<file path="src/rtl/url_percent_decoder_assert.svh">
// Assertion macros shared by the decoder files.
`ifndef URL_PERCENT_DECODER_ASSERT_SVH
`define URL_PERCENT_DECODER_ASSERT_SVH

// Same-cycle implication, checked out of reset
`define UPD_ASSERT_NOW(label, ante, cons) \
  label: assert property (@(posedge clk) disable iff (!rst_n) (ante) |-> (cons)) \
    else $error("upd check failed");

// Next-cycle implication, checked out of reset
`define UPD_ASSERT_NEXT(label, ante, cons) \
  label: assert property (@(posedge clk) disable iff (!rst_n) (ante) |=> (cons)) \
    else $error("upd check failed");

`endif

</file>
<file path="src/rtl/upd_pkg.sv">
package upd_pkg;

  localparam logic [7:0] CH_PCT   = 8'h25;
  localparam logic [7:0] CH_PLUS  = 8'h2B;
  localparam logic [7:0] CH_AMP   = 8'h26;
  localparam logic [7:0] CH_SPACE = 8'h20;

  // One result beat
  typedef struct packed {
    logic       last;
    logic       has;
    logic [7:0] data;
  } res_t;

  // Decoder results for one input beat
  typedef struct packed {
    logic [1:0] cnt;
    res_t       r0;
    res_t       r1;
  } dec_res_t;

  // Hex digit value, zero for anything not a hex digit
  function automatic logic [3:0] nibble_of(input logic [7:0] c);
    logic [3:0] v;
    v = 4'd0;
    if (c >= 8'h30 && c <= 8'h39) v = c[3:0];
    else if ((c >= 8'h61 && c <= 8'h66) || (c >= 8'h41 && c <= 8'h46))
      v = c[3:0] + 4'd9;
    return v;
  endfunction

  // '+' stands for a space
  function automatic logic [7:0] plain_map(input logic [7:0] c);
    return (c == CH_PLUS) ? CH_SPACE : c;
  endfunction

endpackage

</file>
<file path="src/rtl/upd_decode.sv">
module upd_decode (
  input  logic              clk,
  input  logic              rst_n,
  input  logic [7:0]        byte_i,
  input  logic              last_i,
  input  logic              take,
  output upd_pkg::dec_res_t res
);
  import upd_pkg::*;

  typedef enum logic [2:0] {
    ST_IDLE = 3'b001,
    ST_PCT  = 3'b010,
    ST_HELD = 3'b100
  } esc_state_t;

  esc_state_t state_r, state_nxt;
  logic [7:0] held_r, held_nxt;
  logic       ended_r, ended_nxt;

  // Escape tracking and result selection
  always_comb begin
    res       = '0;
    state_nxt = state_r;
    held_nxt  = held_r;
    ended_nxt = ended_r;
    if (ended_r) begin
      // dropping the rest of the data after an '&'
      if (last_i) ended_nxt = 1'b0;
    end else if (byte_i == CH_AMP) begin
      case (state_r)
        ST_PCT: begin
          res.cnt = 2'd1;
          res.r0  = '{last: 1'b1, has: 1'b1, data: CH_PCT};
        end
        ST_HELD: begin
          res.cnt = 2'd2;
          res.r0  = '{last: 1'b0, has: 1'b1, data: CH_PCT};
          res.r1  = '{last: 1'b1, has: 1'b1, data: plain_map(held_r)};
        end
        default: begin
          // empty field end
          res.cnt = 2'd1;
          res.r0  = '{last: 1'b1, has: 1'b0, data: 8'h00};
        end
      endcase
      state_nxt = ST_IDLE;
      held_nxt  = 8'h00;
      ended_nxt = !last_i;
    end else begin
      case (state_r)
        ST_HELD: begin
          res.cnt   = 2'd1;
          res.r0    = '{last: last_i, has: 1'b1,
                        data: {nibble_of(held_r), nibble_of(byte_i)}};
          state_nxt = ST_IDLE;
          held_nxt  = 8'h00;
        end
        ST_PCT: begin
          if (last_i) begin
            // escape cut short by the end of data
            res.cnt   = 2'd2;
            res.r0    = '{last: 1'b0, has: 1'b1, data: CH_PCT};
            res.r1    = '{last: 1'b1, has: 1'b1, data: plain_map(byte_i)};
            state_nxt = ST_IDLE;
            held_nxt  = 8'h00;
          end else begin
            held_nxt  = byte_i;
            state_nxt = ST_HELD;
          end
        end
        default: begin
          if (byte_i == CH_PCT && !last_i) begin
            state_nxt = ST_PCT;
          end else begin
            res.cnt   = 2'd1;
            res.r0    = '{last: last_i, has: 1'b1, data: plain_map(byte_i)};
            state_nxt = ST_IDLE;
          end
        end
      endcase
    end
  end

  always_ff @(posedge clk) begin
    if (!rst_n) begin
      state_r <= ST_IDLE;
      held_r  <= 8'h00;
      ended_r <= 1'b0;
    end else if (take) begin
      state_r <= state_nxt;
      held_r  <= held_nxt;
      ended_r <= ended_nxt;
    end
  end

`include "url_percent_decoder_assert.svh"
  // no escape may be open while the tail is dropped
  `UPD_ASSERT_NOW(a_ended_idle, ended_r, state_r == ST_IDLE)
  // dropped beats give nothing
  `UPD_ASSERT_NOW(a_ended_silent, ended_r, res.cnt == 2'd0)
  // a pair always starts with the raw '%' and ends the field
  `UPD_ASSERT_NOW(a_pair_shape, res.cnt == 2'd2,
                  res.r0.data == CH_PCT && !res.r0.last && res.r1.last)

endmodule

</file>
<file path="src/rtl/upd_obuf.sv">
module upd_obuf (
  input  logic              clk,
  input  logic              rst_n,
  input  logic              push,
  input  upd_pkg::dec_res_t res,
  output logic [1:0]        free,
  output logic              out_tvalid,
  input  logic              out_tready,
  output upd_pkg::res_t     head
);
  import upd_pkg::*;

  res_t s0_r, s0_nxt, s1_r, s1_nxt;
  logic v0_r, v0_nxt, v1_r, v1_nxt;
  logic pop;

  assign pop        = v0_r && out_tready;
  assign out_tvalid = v0_r;
  assign head       = s0_r;
  assign free       = 2'd2 - {1'b0, v0_r} - {1'b0, v1_r};

  // Shift out the head, then append new results behind what remains
  always_comb begin
    s0_nxt = s0_r;
    s1_nxt = s1_r;
    v0_nxt = v0_r;
    v1_nxt = v1_r;
    if (pop) begin
      s0_nxt = s1_r;
      v0_nxt = v1_r;
      v1_nxt = 1'b0;
    end
    if (push && res.cnt != 2'd0) begin
      if (!v0_nxt) begin
        s0_nxt = res.r0;
        v0_nxt = 1'b1;
        if (res.cnt == 2'd2) begin
          s1_nxt = res.r1;
          v1_nxt = 1'b1;
        end
      end else begin
        s1_nxt = res.r0;
        v1_nxt = 1'b1;
      end
    end
  end

  always_ff @(posedge clk) begin
    if (!rst_n) begin
      v0_r <= 1'b0;
      v1_r <= 1'b0;
    end else begin
      v0_r <= v0_nxt;
      v1_r <= v1_nxt;
    end
  end

  always_ff @(posedge clk) begin
    s0_r <= s0_nxt;
    s1_r <= s1_nxt;
  end

`include "url_percent_decoder_assert.svh"
  // slots fill from the head
  `UPD_ASSERT_NOW(a_fill_order, v1_r, v0_r)
  // a push never needs more room than is free
  `UPD_ASSERT_NOW(a_no_overflow, push, res.cnt <= free)

endmodule

</file>
<file path="src/rtl/url_percent_decoder.sv">
// Channel  | Beat fields (low bit first)           | Handshake
// ---------+---------------------------------------+---------------------
// in_      | tdata: byte[7:0]; tlast: last         | in_tvalid/in_tready
// out_     | tdata: byte[7:0]; tuser: has_byte;    | out_tvalid/out_tready
//          | tlast: end of decoded field           |
// One input beat per cycle while the output buffer has room. The beat is
// registered in the input register, decoded from it and written into a
// two-slot output buffer whose head slot drives out_tvalid and the output.
// A beat giving two results (an escape cut short at a field end) is decoded
// only with both slots empty; in a steady stream it holds the input until
// both slots have drained, which leaves the output idle before the pair.
// Reset is synchronous, active low, and clears the escape state and buffer.
// Input ready does not depend on output ready; a stalled output fills the
// buffer and then holds the input register, which moves again once the
// buffer has registered a pop and has room for the held beat's results.
module url_percent_decoder (
  input  logic       clk,
  input  logic       rst_n,
  input  logic       in_tvalid,
  output logic       in_tready,
  input  logic [7:0] in_tdata,   // [7:0] in_byte
  input  logic       in_tlast,
  output logic       out_tvalid,
  input  logic       out_tready,
  output logic [7:0] out_tdata,  // [7:0] out_byte
  output logic       out_tuser,  // [0] has_byte
  output logic       out_tlast
);
  import upd_pkg::*;

  logic       in_vld_r;
  logic [7:0] in_byte_r;
  logic       in_last_r;
  logic       take;
  logic [1:0] free;
  dec_res_t   dec_res;
  res_t       head;

  // Decode only when the buffer has room for all results of the beat
  assign take      = in_vld_r && (dec_res.cnt <= free);
  assign in_tready = !in_vld_r || take;

  // Input register
  always_ff @(posedge clk) begin
    if (!rst_n) begin
      in_vld_r <= 1'b0;
    end else if (in_tready) begin
      in_vld_r <= in_tvalid;
    end
  end

  always_ff @(posedge clk) begin
    if (in_tready && in_tvalid) begin
      in_byte_r <= in_tdata;
      in_last_r <= in_tlast;
    end
  end

  upd_decode u_decode (
    .clk    (clk),
    .rst_n  (rst_n),
    .byte_i (in_byte_r),
    .last_i (in_last_r),
    .take   (take),
    .res    (dec_res)
  );

  upd_obuf u_obuf (
    .clk        (clk),
    .rst_n      (rst_n),
    .push       (take),
    .res        (dec_res),
    .free       (free),
    .out_tvalid (out_tvalid),
    .out_tready (out_tready),
    .head       (head)
  );

  assign out_tdata = head.data;
  assign out_tuser = head.has;
  assign out_tlast = head.last;

endmodule
</file>
<file path="config.mk">
export PLATFORM = sky130hd
export DESIGN_NAME = url_percent_decoder
export DESIGN_NICKNAME = d
export VERILOG_FILES = /design/src/rtl/upd_pkg.sv /design/src/rtl/upd_decode.sv /design/src/rtl/upd_obuf.sv /design/src/rtl/url_percent_decoder.sv
export VERILOG_INCLUDE_DIRS = /design/src /design/src/rtl
export SDC_FILE = /design/constraint.sdc
export NUM_CORES = 1
export LEC_CHECK = 0
export BUFFER_PORTS_ARGS = -buffer_cell sky130_fd_sc_hd__buf_4
export CORE_MARGIN = 2
export CORE_UTILIZATION = 54
export DETAILED_ROUTE_END_ITERATION = 10
export PLACE_DENSITY = 0.8
export SYNTH_ARGS = -nofsm -noshare
export SYNTH_HDL_FRONTEND = slang
export SYNTH_SLANG_ARGS = --single-unit
</file>
<file path="constraint.sdc">
create_clock -name clk -period 3.4 [get_ports clk]
set_clock_uncertainty 0.2 [all_clocks]
set_input_delay 0.85 -clock clk [delete_from_list [all_inputs] [get_ports clk]]
set_output_delay 0.85 -clock clk [all_outputs]
set_load 0.03 [all_outputs]
</file>
; After elaboration in Yosys (flattened, before gate mapping)
; Cells that the tools add are included.
; W data, S select, Z words.
[totals]
mem_bits_ro = 0
out_inout_bits = 12
in_bits = 13
regBits = 44
memories = 0
latch_bits = 0
mem_bits_rw = 0
[classes]
n_bitwise = 1
n_mul = 0
n_eq_ne = 7
n_shift = 0
magnitude_cmp = 13
n_reduce_logical = 22
mux = 35
div = 0
addsub = 4
[op_table]
columns = cell, count
row1 = $mux W10, 7
row2 = $mux W22, 3
row3 = $pmux W12 S2, 2
row4 = $eq A8 B6 Y1 const B, 4
row5 = $ge A8 B7 Y1 const B, 4
row6 = $le A8 B7 Y1 const B, 4
row7 = $mux W8, 4
row8 = $ge A8 B6 Y1 const B, 2
row9 = $le A8 B6 Y1 const B, 2
row10 = $mux W4, 4
row11 = $pmux W8 S2, 1
row12 = $logic_and A1 B1 Y1, 11
row13 = $mux W11, 1
row14 = $mux W1, 9
row15 = $add A4 B4 Y4 const B, 2
row16 = $mux W3, 2
row17 = $pmux W3 S2, 1
row18 = $reduce_and A2 Y1, 2
row19 = $reduce_bool A2 Y1, 2
row20 = $eq A3 B2 Y1 const B, 1
row21 = $eq A3 B3 Y1 const B, 1
row22 = $logic_or A1 B1 Y1, 3
row23 = $reduce_and A3 Y1, 1
row24 = $reduce_bool A3 Y1, 1
row25 = 7 further kinds, 8

; Depth between registers and ports, before layout
; Gate-level depths: netlist (run 1).
[depth]
depth_word = 12
depth_mapped = 15
ltp_nobuf = 13

; Modules after synthesis
; A second synthesis (run 1) with hierarchy kept.
[unflattened]
hier_cells = 251
hier_area_um2 = 2732.6
[modules_own_cells]
columns = mod, area_each_um2, cells_each, seq_area_each_um2, n_inst
row1 = upd_decode, 1325.0, 160, 240.2, 1
row2 = upd_obuf, 1026.0, 69, 540.5, 1
row3 = url_percent_decoder, 381.6, 22, 290.3, 1

; Least setup slack after synthesis (run 1)
; OpenSTA, ideal clock, no wires.
[synth_timing]
kind = flip-flop to output port
from = register in_byte_r[1]
to = output port in_tready
arrival_time_ps = 2739
stages_incl_launch_ff = 12
setup_slack_ps = -389
cell_sequence = edfxtp_1 > inv_1 > ha_1 > or4bb_1 > a2111oi_2 > a2111oi_4 > inv_2 > ha_1 > nor2b_1 > o21ai_0 > inv_1 > nand2_1
[synth_via]
elab_chain_cells = 9
word_cells_on_any_way = 10
cone_classes = 1 x order compare / 2 x eq/ne / 4 x mux / 3 x reduce/logical
[synth_rtl]
columns = element, line
row1 = from (decl), url_percent_decoder.sv:32  ; logic [7:0] in_byte_r;
row2 = from (signal assigned), url_percent_decoder.sv:54  ; in_byte_r <= in_tdata;
row3 = $eq A8 B6 Y1, upd_decode.sv:73  ; if (byte_i == CH_PCT && !last_i) begin
row4 = $logic_and A1 B1 Y1, upd_decode.sv:73
row5 = $mux W11, upd_decode.sv:73
row6 = $pmux W12 S2, upd_decode.sv:51  ; case (state_r)
row7 = $mux W22 (*), upd_decode.sv:30  ; end else if (byte_i == CH_AMP) begin
row8 = $mux W22 (*), upd_decode.sv:27  ; if (ended_r) begin
row9 = $le A2 B2 Y1 (*), url_percent_decoder.sv:40  ; assign take = in_vld_r && (dec_res.cnt <= free);
row10 = $logic_and A1 B1 Y1 (*), url_percent_decoder.sv:40
row11 = $logic_or A1 B1 Y1 (*), url_percent_decoder.sv:41  ; assign in_tready = !in_vld_r || take;
row12 = to (decl), url_percent_decoder.sv:20  ; output logic in_tready,
; Every way passes the cells marked *; elsewhere a longest branch is shown, timed or not.

; Final worst setup path (run 1)
; Ends and elaborated chain as after synthesis.

==> results.json, run 1 <==
{
  "drc": 0,
  "yosysSeqAreaShare": 0.3974,
  "wl_mm": 8.040,
  "ctsRootBufferMaster": "clkbuf_8",
  "wire_per_inst_um": 18.36,
  "synth_cells": 299,
  "synth-async-reset-ratio": 0,
  "ir_worst_vdd_v": 0.0002851,
  "switchingPower_mw": 0.3692,
  "rows": 25,
  "antenna_found_initial": 0,
  "reg2reg_from": "in_byte_r[1]",
  "synth.ff_latch_count": 44,
  "clk_pin_slew_worst_paths_ps": 80,
  "power_mw": 1.226,
  "p_leak_nw": 1.424,
  "hold_viol": 0,
  "slew_viol_final": 0,
  "max_slew_margin": 0.5511,
  "drive_gt1_frac": 0.2965,
  "cts_made_buffers": 5,
  "synth_area_um2": 2695,
  "synthDistinctLibCells": 52,
  "final_area_um2": 3495,
  "mostFrequentLayoutCells": "buf_4, nand2_1, dfxtp_1",
  "placed_area_um2": 3178,
  "critPathRequiredTime_ps": 2350,
  "ant_nets": 0,
  "slowest_stage": "edfxtp_1",
  "crit_path_max_fanout": 4,
  "crit_path_end_kind": "output pin",
  "critPathKind": "reg2out",
  "final_common_cell": "buf_4",
  "tightest_slew_ps": 668.2,
  "yosysWarnings": 0,
  "swShare": 0.3012,
  "violations": "negative setup slack",
  "die-area_um2": 5572,
  "ios": 25,
  "vias": 2769,
  "vias_per_cell": 6.322,
  "setup_violations": 12,
  "power_frac_seq": 0.502,
  "globalplace.congestion": 1.009,
  "first_iter_violations": 403,
  "io_buffers": 24,
  "critPathLaunchType": "register",
  "startpoint": "in_byte_r[1]",
  "grt_pass1_vias": 2564,
  "p_comb_frac": 0.233,
  "overflow": 0,
  "grtUsageTotal": 0.2805,
  "fillers": 337,
  "nets": 394,
  "dp_slack_ps": 13.75,
  "hold_start": "u_obuf.s1_r[8]",
  "clock_latency_ps": 300,
  "synth-edff-count": 19,
  "min_period_ps": 3668,
  "syn_area_per_cell_um2": 9.014,
  "cts_tree": "built",
  "fin_crit_sh": 1.079,
  "max_stage_delay_ps": 430,
  "initial_core_util": 0.5668,
  "grt_pass1_wl_mm": 11.79,
  "rsz0062_at_grt": "true",
  "antenna_cells": 0,
  "cts.sinks": 44,
  "fmax_mhz": 272.6,
  "min_path_type": "reg2reg",
  "htree_levels": 2,
  "p_per_area_nw_per_um2": 350.8,
  "syn2layout_area_growth_pct": 29.67,
  "maxCapViolations": 0,
  "ys.flop_type": "dfxtp_1",
  "grt_max_degree": 20,
  "fin_ws_ps": -267.8,
  "cp.arrival_ps": 2620,
  "status": "complete, but fails checks",
  "place_hpwl_mm": 5.220,
  "p_int_mw": 0.8566,
  "synth_top_area_share": 0.2117,
  "worstPathCellList": "buf_6 > ha_4 > nand3b_1 > nor3_4 > a2111oi_4 > inv_2 > ha_4 > nand2_1 > o21ai_2 > inv_2 > nand2_4 > buf_6",
  "core_area_um2": 4755,
  "synth_fp_nets": 323,
  "die_y_um": 74.65,
  "synth.area.top_cells": "edfxtp_1, dfxtp_1, ha_1",
  "die_w_um": 74.65,
  "drt-pass1-iter-count": 9,
  "cts_max_path_buffers": 2,
  "synth_area_leader_cell": "edfxtp_1",
  "pwr-share-clk": 0.265
}
[cell type report]
| cell class | instances | area, um^2 | share of cell area |
|---|---|---|---|
| clock buffer | 6 | 72.57 | 0.02077 |
| clock inverter | 2 | 12.51 | 0.003580 |
| inverter | 15 | 56.30 | 0.01611 |
| multi-input combinational | 227 | 1593 | 0.4558 |
| sequential | 44 | 1071 | 0.3065 |
| tap | 67 | 83.83 | 0.02399 |
| timing repair buffer | 77 | 605.6 | 0.1733 |
[critical path: cells and delay by family (launching register included)]
| kind | cells | cell delay [ps] |
|---|---|---|
| buffers and inverters | 4 | 470 |
| AOI/OAI and AO/OA | 2 | 490 |
| adders and majority gates | 2 | 450 |
| DFF | 1 | 430 |
| and+or+nand+nor | 4 | 480 |
[sequential cells by signal (all words and copies together), names as in the netlist]
signal	flops
u_decode.ended_r	1
u_decode.held_r	8
u_obuf.v1_r	1
in_vld_r	1
u_obuf.out_tvalid	1
u_decode.state_r	3
u_obuf.head	10
in_last_r	1
u_obuf.s1_r	10
in_byte_r	8
[synth_stat cells (all sizes together) (5+ instances only)]
| master | n |
|---|---|
| mux2i | 8 |
| o21ai | 24 |
| a31oi | 5 |
| and3 | 7 |
| and2 | 12 |
| a21oi | 24 |
| dfxtp | 25 |
| o211ai | 7 |
| nor2 | 16 |
| nand2 | 36 |
| inv | 15 |
| a211oi | 11 |
| edfxtp | 19 |
| ha | 11 |
| nand3 | 10 |
| clkbuf | 10 |
| a22oi | 7 |
[per-stage QoR]
stage | setup TNS, ps | hold slack [ps] | instances | utilization
floorplan | 0 | 281.7 | 299 | -
global placement | 0 | 291.9 | 407 | 0.6684
detailed placement | 0 | 309.7 | 407 | 0.6684
CTS | -1405 | 329.7 | 430 | 0.7187
global route | -4089 | 353.3 | 438 | 0.7350
finish | -2333 | 322.3 | 438 | 0.7350
[power groups by stage]
| stage | combinational [mW] | sequential, mW | clock [mW] |
|---|---|---|---|
| final | 0.286 | 0.615 | 0.325 |
| after global routing | 0.305 | 0.618 | 0.351 |
| after CTS | 0.270 | 0.614 | 0.327 |
| after detailed placement | 0.261 | 0.626 | 0 |
| after global placement | 0.256 | 0.624 | 0 |
| after floorplan | 0.0973 | 0.684 | 0 |
[cell families (layout without fill, tap and decap cells)]
logic type                 Yosys count  in the layout  synth area share
and+or+nand+nor                    110            110            0.2335
AOI/OAI and AO/OA                   97             97            0.2414
DFF                                 44             44            0.3974
buffers and inverters               28            100           0.04364
adders and majority gates           11             11           0.05107
muxes                                8              8           0.02971
xor gates and xnor gates             1              1          0.003250
[layer usage]
layer	track usage	wire length [um]
met5	0	0
met4	0.1647	541
met3	0.07229	875
met2	0.4395	3518
met1	0.3506	3105
[final timing paths]
path | end | slack [ps] | cells after the start
setup / recovery | in_tready | -270 | 12
hold / removal | u_obuf.head[8] | 320 | 2
setup reg to reg | u_obuf.head[2] | -250 | 19
hold reg to reg | u_obuf.head[8] | 320 | 2
[what timing repair did]
action                                  4_1_cts  5_1_grt
endpoints found under the setup margin        1       24
gates cloned                                  0        0
setup buffers                                15        8
gates resized for setup                       8        5
pin swaps                                     9        7
hold buffers                                  0        0
endpoints found under the hold margin         0        0
(Power assumes the default switching activity.)
==> run 2, diff against run 1 <==
==> constraint.sdc (replaced) <==
create_clock -name clk -period 3.4 [get_ports clk]
set_clock_uncertainty 0.2 [all_clocks]
set_input_delay 0.34 -clock clk [delete_from_list [all_inputs] [get_ports clk]]
set_output_delay 0.34 -clock clk [all_outputs]
set_load 0.03 [all_outputs]
==> run 2 against run 1 <==
Worst hold slack worse by 300 ps. Routed wire length shrank 11%. Clock-buffer cell count is 1 higher. The flow now finishes without violations. Critical endpoint unchanged. Largest power group unchanged. Clock power is 3% lower. Die area unchanged. Fmax rose by 9.9%. Critical path depth increased by 1. Sequential share of layout area grew 1.9 points. Setup slack gained 330 ps.
==> results.json, run 2 (synthesis gave the netlist of run 1 again) <==
{
  "wl_mm": 7.134,
  "critPathKind": "reg2out",
  "grt_pass1_vias": 2494,
  "slew_viol_final": 0,
  "vias_per_cell": 6.099,
  "drc": 0,
  "setup_violations": 0,
  "worstPathCellList": "buf_6 > ha_4 > or4bb_4 > a2111oi_4 > a2111oi_4 > inv_2 > ha_4 > nand2_2 > o21ai_2 > buf_6 > inv_4 > nand2_2 > buf_6",
  "die_w_um": 74.65,
  "initial_core_util": 0.5668,
  "antenna_cells": 0,
  "r2r_slack_ps": 180,
  "p_leak_nw": 1.298,
  "first_iter_violations": 330,
  "overflow": 0,
  "fin_crit_sh": 0.9819,
  "globalplace.congestion": 0.9674,
  "critPathRequiredTime_ps": 2860,
  "hold_depth": 1,
  "slowest_stage": "or4bb_4",
  "tightest_slew_ps": 619.1,
  "cts_made_buffers": 5,
  "grtUsageTotal": 0.2708,
  "drt-pass1-iter-count": 5,
  "reg2reg_from": "in_byte_r[0]",
  "wire_per_inst_um": 17.19,
  "drive_gt1_frac": 0.2529,
  "clk_pin_slew_worst_paths_ps": 70,
  "clock_latency_ps": 300,
  "status": "finished, final reports clean",
  "hold_path_end": "in_byte_r[4]",
  "cts_max_path_buffers": 2,
  "syn2layout_area_growth_pct": 21.91,
  "fmax_mhz": 299.5,
  "core_area_um2": 4755,
  "critPathLaunchType": "register",
  "cp.arrival_ps": 2800,
  "final_common_cell": "buf_4",
  "max_slew_margin": 0.5841,
  "final_util": 0.6911,
  "hold_viol": 0,
  "antenna_found_initial": 0,
  "min_path_type": "in2reg",
  "crit_path_max_fanout": 4,
  "htree_levels": 2,
  "timing.hold.ws_ps": 22.80,
  "vias": 2531,
  "cts.sinks": 44,
  "ant_nets": 0,
  "io_buffers": 24,
  "ir_worst_vdd_v": 0.0002741,
  "cts_tree": "built",
  "min_period_ps": 3338,
  "cts.hold.buffers_added": 0,
  "p_per_area_nw_per_um2": 364.6,
  "fin_ws_ps": 61.59,
  "mostFrequentLayoutCells": "buf_4, nand2_1, dfxtp_1",
  "crit_path_end_kind": "output pin",
  "max_stage_delay_ps": 490,
  "maxCapViolations": 0,
  "reg2reg_depth": 14,
  "ctsRootBufferMaster": "clkbuf_8",
  "hold_start": "in_tdata[4]",
  "grt_max_degree": 20,
  "die_y_um": 74.65,
  "die-area_um2": 5572,
  "place_hpwl_mm": 5.104,
  "ios": 25,
  "dp_slack_ps": 29.92,
  "rows": 25,
  "grt_pass1_wl_mm": 11.36,
  "r2r_end": "u_obuf.head[1]",
  "crit_top_cell": "buf_6",
  "nets": 371
}
==> run 2: worst max path at each step <==
stage,start,to,slack [ps]
after floorplan,in_byte_r[1],u_obuf.head[2],10
after global placement,in_byte_r[4],u_obuf.head[2],120
after detailed placement,in_byte_r[1],u_obuf.head[5],30
after CTS,in_byte_r[4],in_tready,10
after global routing,in_byte_r[0],in_tready,-40
final,in_byte_r[0],in_tready,60
==> run 2: repair_timing <==
item	4_1_cts	5_1_grt
endpoints found under the setup margin	1	8
buffers inserted	5	4
gates resized for setup	4	16
pin swaps	4	4
==> run 2: report_power, final <==
| part | switching (mW) | leakage [nW] | internal, mW | total (mW) |
|---|---|---|---|---|
| clock | 0.172 | 0.0422 | 0.144 | 0.316 |
| sequential | 0.0232 | 0.382 | 0.590 | 0.613 |
| combinational | 0.158 | 0.874 | 0.110 | 0.268 |
| total | 0.353 | 1.30 | 0.844 | 1.20 |
==> run 2: through the flow <==
step                setup TNS (ps)  cell area (um^2)  power [mW]  cells
floorplan                        0              2714      0.7794    299
global placement                 0              3074      0.8715    398
detailed placement               0              3074      0.8782    398
CTS                              0              3199       1.188    411
global route                -38.61              3286       1.240    415
finish                           0              3286       1.198    415
==> run 2: worst max-delay path, delay by kind of cell (launching register included) <==
family	cells	cell delay, ps
compound gates	3	590
buf+inv	5	560
fa+ha+maj	2	320
simple gates	3	610
flops	1	440
==> run 2: cell type report <==
type                    instances  area, um^2
flip-flops and latches         44        1071
fillers                       390        1469
inverters                      15       58.81
multi-input cells             227        1574
clock inverters                 1       5.005
clock buffers                   7       76.32
repair buffers                 54       416.7
well taps                      67       83.83
==> run 2: metal layers <==
metal,global-route usage,vias to the layer above,wire (um)
li1,-,1203,-
met3,0.06426,31,669
met2,0.4366,156,3285
met1,0.3373,1141,2939
met4,0.1448,0,239
met5,0,-,0
==> run 3, diff against run 2 <==
--- a/config.mk
+++ b/config.mk
@@ -11,6 +11,7 @@
 export CORE_UTILIZATION = 54
 export DETAILED_ROUTE_END_ITERATION = 10
 export PLACE_DENSITY = 0.8
+export RECOVER_POWER = 50
 export SYNTH_ARGS = -nofsm -noshare
 export SYNTH_HDL_FRONTEND = slang
 export SYNTH_SLANG_ARGS = --single-unit
==> run 3 against run 2 <==
Worst hold slack better by 22 ps. Combinational power is 9.0% lower. Via count is 0.32% higher. Die area stayed put. Fmax is 0.14% lower. Critical path depth stayed put. First-iteration DRC count is 1.5% lower. Power is 2.0% lower. Clock-buffer cell count stayed put. Core utilization is 0.87 points lower. Clock power hardly changed. Sequential cell count stayed put.
==> results.json, run 3 (synthesis gave the netlist of run 1 again) <==
{
  "fin_crit_sh": 0.9832,
  "crit_path_end_kind": "output pin",
  "drt-pass1-iter-count": 5,
  "antenna_found_initial": 0,
  "max_slew_margin": 0.5657,
  "grtUsageTotal": 0.2708,
  "globalplace.congestion": 0.9674,
  "startpoint": "in_byte_r[0]",
  "cts_max_path_buffers": 2,
  "critPathRequiredTime_ps": 2860,
  "drc": 0,
  "reg2reg_depth": 14,
  "rows": 25,
  "vias_per_cell": 6.118,
  "min_period_ps": 3343,
  "p_comb_frac": 0.208,
  "clock_latency_ps": 300,
  "core_area_um2": 4755,
  "nets": 371,
  "grt_pass1_vias": 2494,
  "clk_pin_slew_worst_paths_ps": 70,
  "slowest_stage": "or4bb_4",
  "r2r_slack_ps": 190,
  "ant_nets": 0,
  "p_int_mw": 0.8200,
  "die-area_um2": 5572,
  "vias": 2539,
  "die_y_um": 74.65,
  "crit_path_max_fanout": 4,
  "htree_levels": 2,
  "reg2reg_from": "in_byte_r[0]",
  "setup_violations": 0,
  "cts.sinks": 44,
  "power_frac_seq": 0.522,
  "critPathLaunchType": "register",
  "fmax_mhz": 299.1,
  "power_mw": 1.174,
  "syn2layout_area_growth_pct": 20.38,
  "cp_num_buf_inv": 5,
  "tightest_slew_ps": 646.5,
  "final_common_cell": "nand2_1",
  "die_w_um": 74.65,
  "pwr-share-clk": 0.270,
  "swShare": 0.3013,
  "final_util": 0.6824,
  "maxCapViolations": 0,
  "place_hpwl_mm": 5.104,
  "critPathKind": "reg2out",
  "wl_mm": 7.110,
  "worstPathCellList": "buf_6 > ha_4 > or4bb_4 > a2111oi_4 > a2111oi_4 > inv_2 > ha_4 > nand2_2 > o21ai_2 > buf_6 > inv_4 > nand2_2 > buf_6",
  "cp.arrival_ps": 2800,
  "ir_worst_vdd_v": 0.0002739,
  "wire_per_inst_um": 17.13,
  "antenna_cells": 0,
  "r2r_end": "u_obuf.head[1]",
  "mostFrequentLayoutCells": "nand2_1, buf_4, dfxtp_1",
  "cp_top_family": "simple AND/OR/NAND/NOR gates",
  "p_per_area_nw_per_um2": 361.7,
  "cts_tree": "built",
  "first_iter_violations": 325,
  "hold_viol": 0,
  "io_buffers": 24,
  "switchingPower_mw": 0.3536,
  "max_stage_delay_ps": 490,
  "ctsRootBufferMaster": "clkbuf_8",
  "p_leak_nw": 1.256,
  "overflow": 0,
  "drive_gt1_frac": 0.2213,
  "grt_pass1_wl_mm": 11.36,
  "cts_made_buffers": 5,
  "ios": 25,
  "slew_viol_final": 0,
  "cp_num_cells": 13,
  "initial_core_util": 0.5668,
  "grt_max_degree": 20,
  "min_path_type": "in2reg",
  "crit_top_cell": "buf_6",
  "crit_end": "in_tready",
  "status": "finished, final reports clean"
}
-- run 3: changes by cell type in the layout (fill, tap and decap cells not counted) --
cell | before | now
clkbuf_4 | 0 | 9
clkbuf_1 | 2 | 13
buf_4 | 51 | 31
-- run 3: power groups by stage --
stage          Combinational [mW]  Sequential [mW]  Clock (mW)
2_1_floorplan              0.0955            0.684           0
3_3_place_gp                0.248            0.624           0
3_5_place_dp                0.253            0.625           0
4_1_cts                     0.256            0.613       0.318
5_1_grt                     0.262            0.618       0.335
6_report                    0.244            0.613       0.317
-- run 3: per-stage QoR --
step / hold WS [ps] / instances / area, um^2 / TNS (ps) / setup WS [ps]
detailed placement: 308.0 / 398 / 3074 / 0 / 29.92
floorplan: 238.9 / 299 / 2714 / 0 / 13.74
global placement: 293.0 / 398 / 3074 / 0 / 124.7
CTS: 18.71 / 411 / 3199 / 0 / 10.91
finish: 44.55 / 415 / 3244 / 0 / 57.01
global route: 37.34 / 415 / 3244 / -38.61 / -38.61
-- run 3: area by class of cell --
cell class	instances	area, um^2
fillers	406	1510
inverters	15	58.81
repair buffers	54	375.4
clock inverters	1	5.005
multi-input cells	227	1574
clock buffers	7	76.32
flip-flops and latches	44	1071
well taps	67	83.83
-- run 3: what timing repair did --
item / 4_1_cts / 5_1_grt
buffers inserted: 5 / 4
hold buffers: 0 / 0
pin swaps: 4 / 4
setup endpoints to repair: 1 / 8
gates cloned: 0 / 0
gates resized for setup: 4 / 16
-- run 3: how the worst min path moves through the flow --
stage,from,end,slack (ps),cells after the start
after global routing,in_tdata[0],in_byte_r[0],40,1
after floorplan,in_tdata[0],in_byte_r[0],240,0
final,in_tlast,in_last_r,40,1
after CTS,in_tdata[4],in_byte_r[4],20,1
after global placement,u_obuf.s1_r[6],u_obuf.head[6],290,2
after detailed placement,u_obuf.s1_r[8],u_obuf.head[8],310,2
-- run 3: layer usage --
metal  up-vias  track usage  wire length [um]
li1       1204            -                 -
met1      1160       0.3373              2969
met5         -            0                 0
met2       137       0.4366              3303
met4         0       0.1448               260
met3        38      0.06426               576
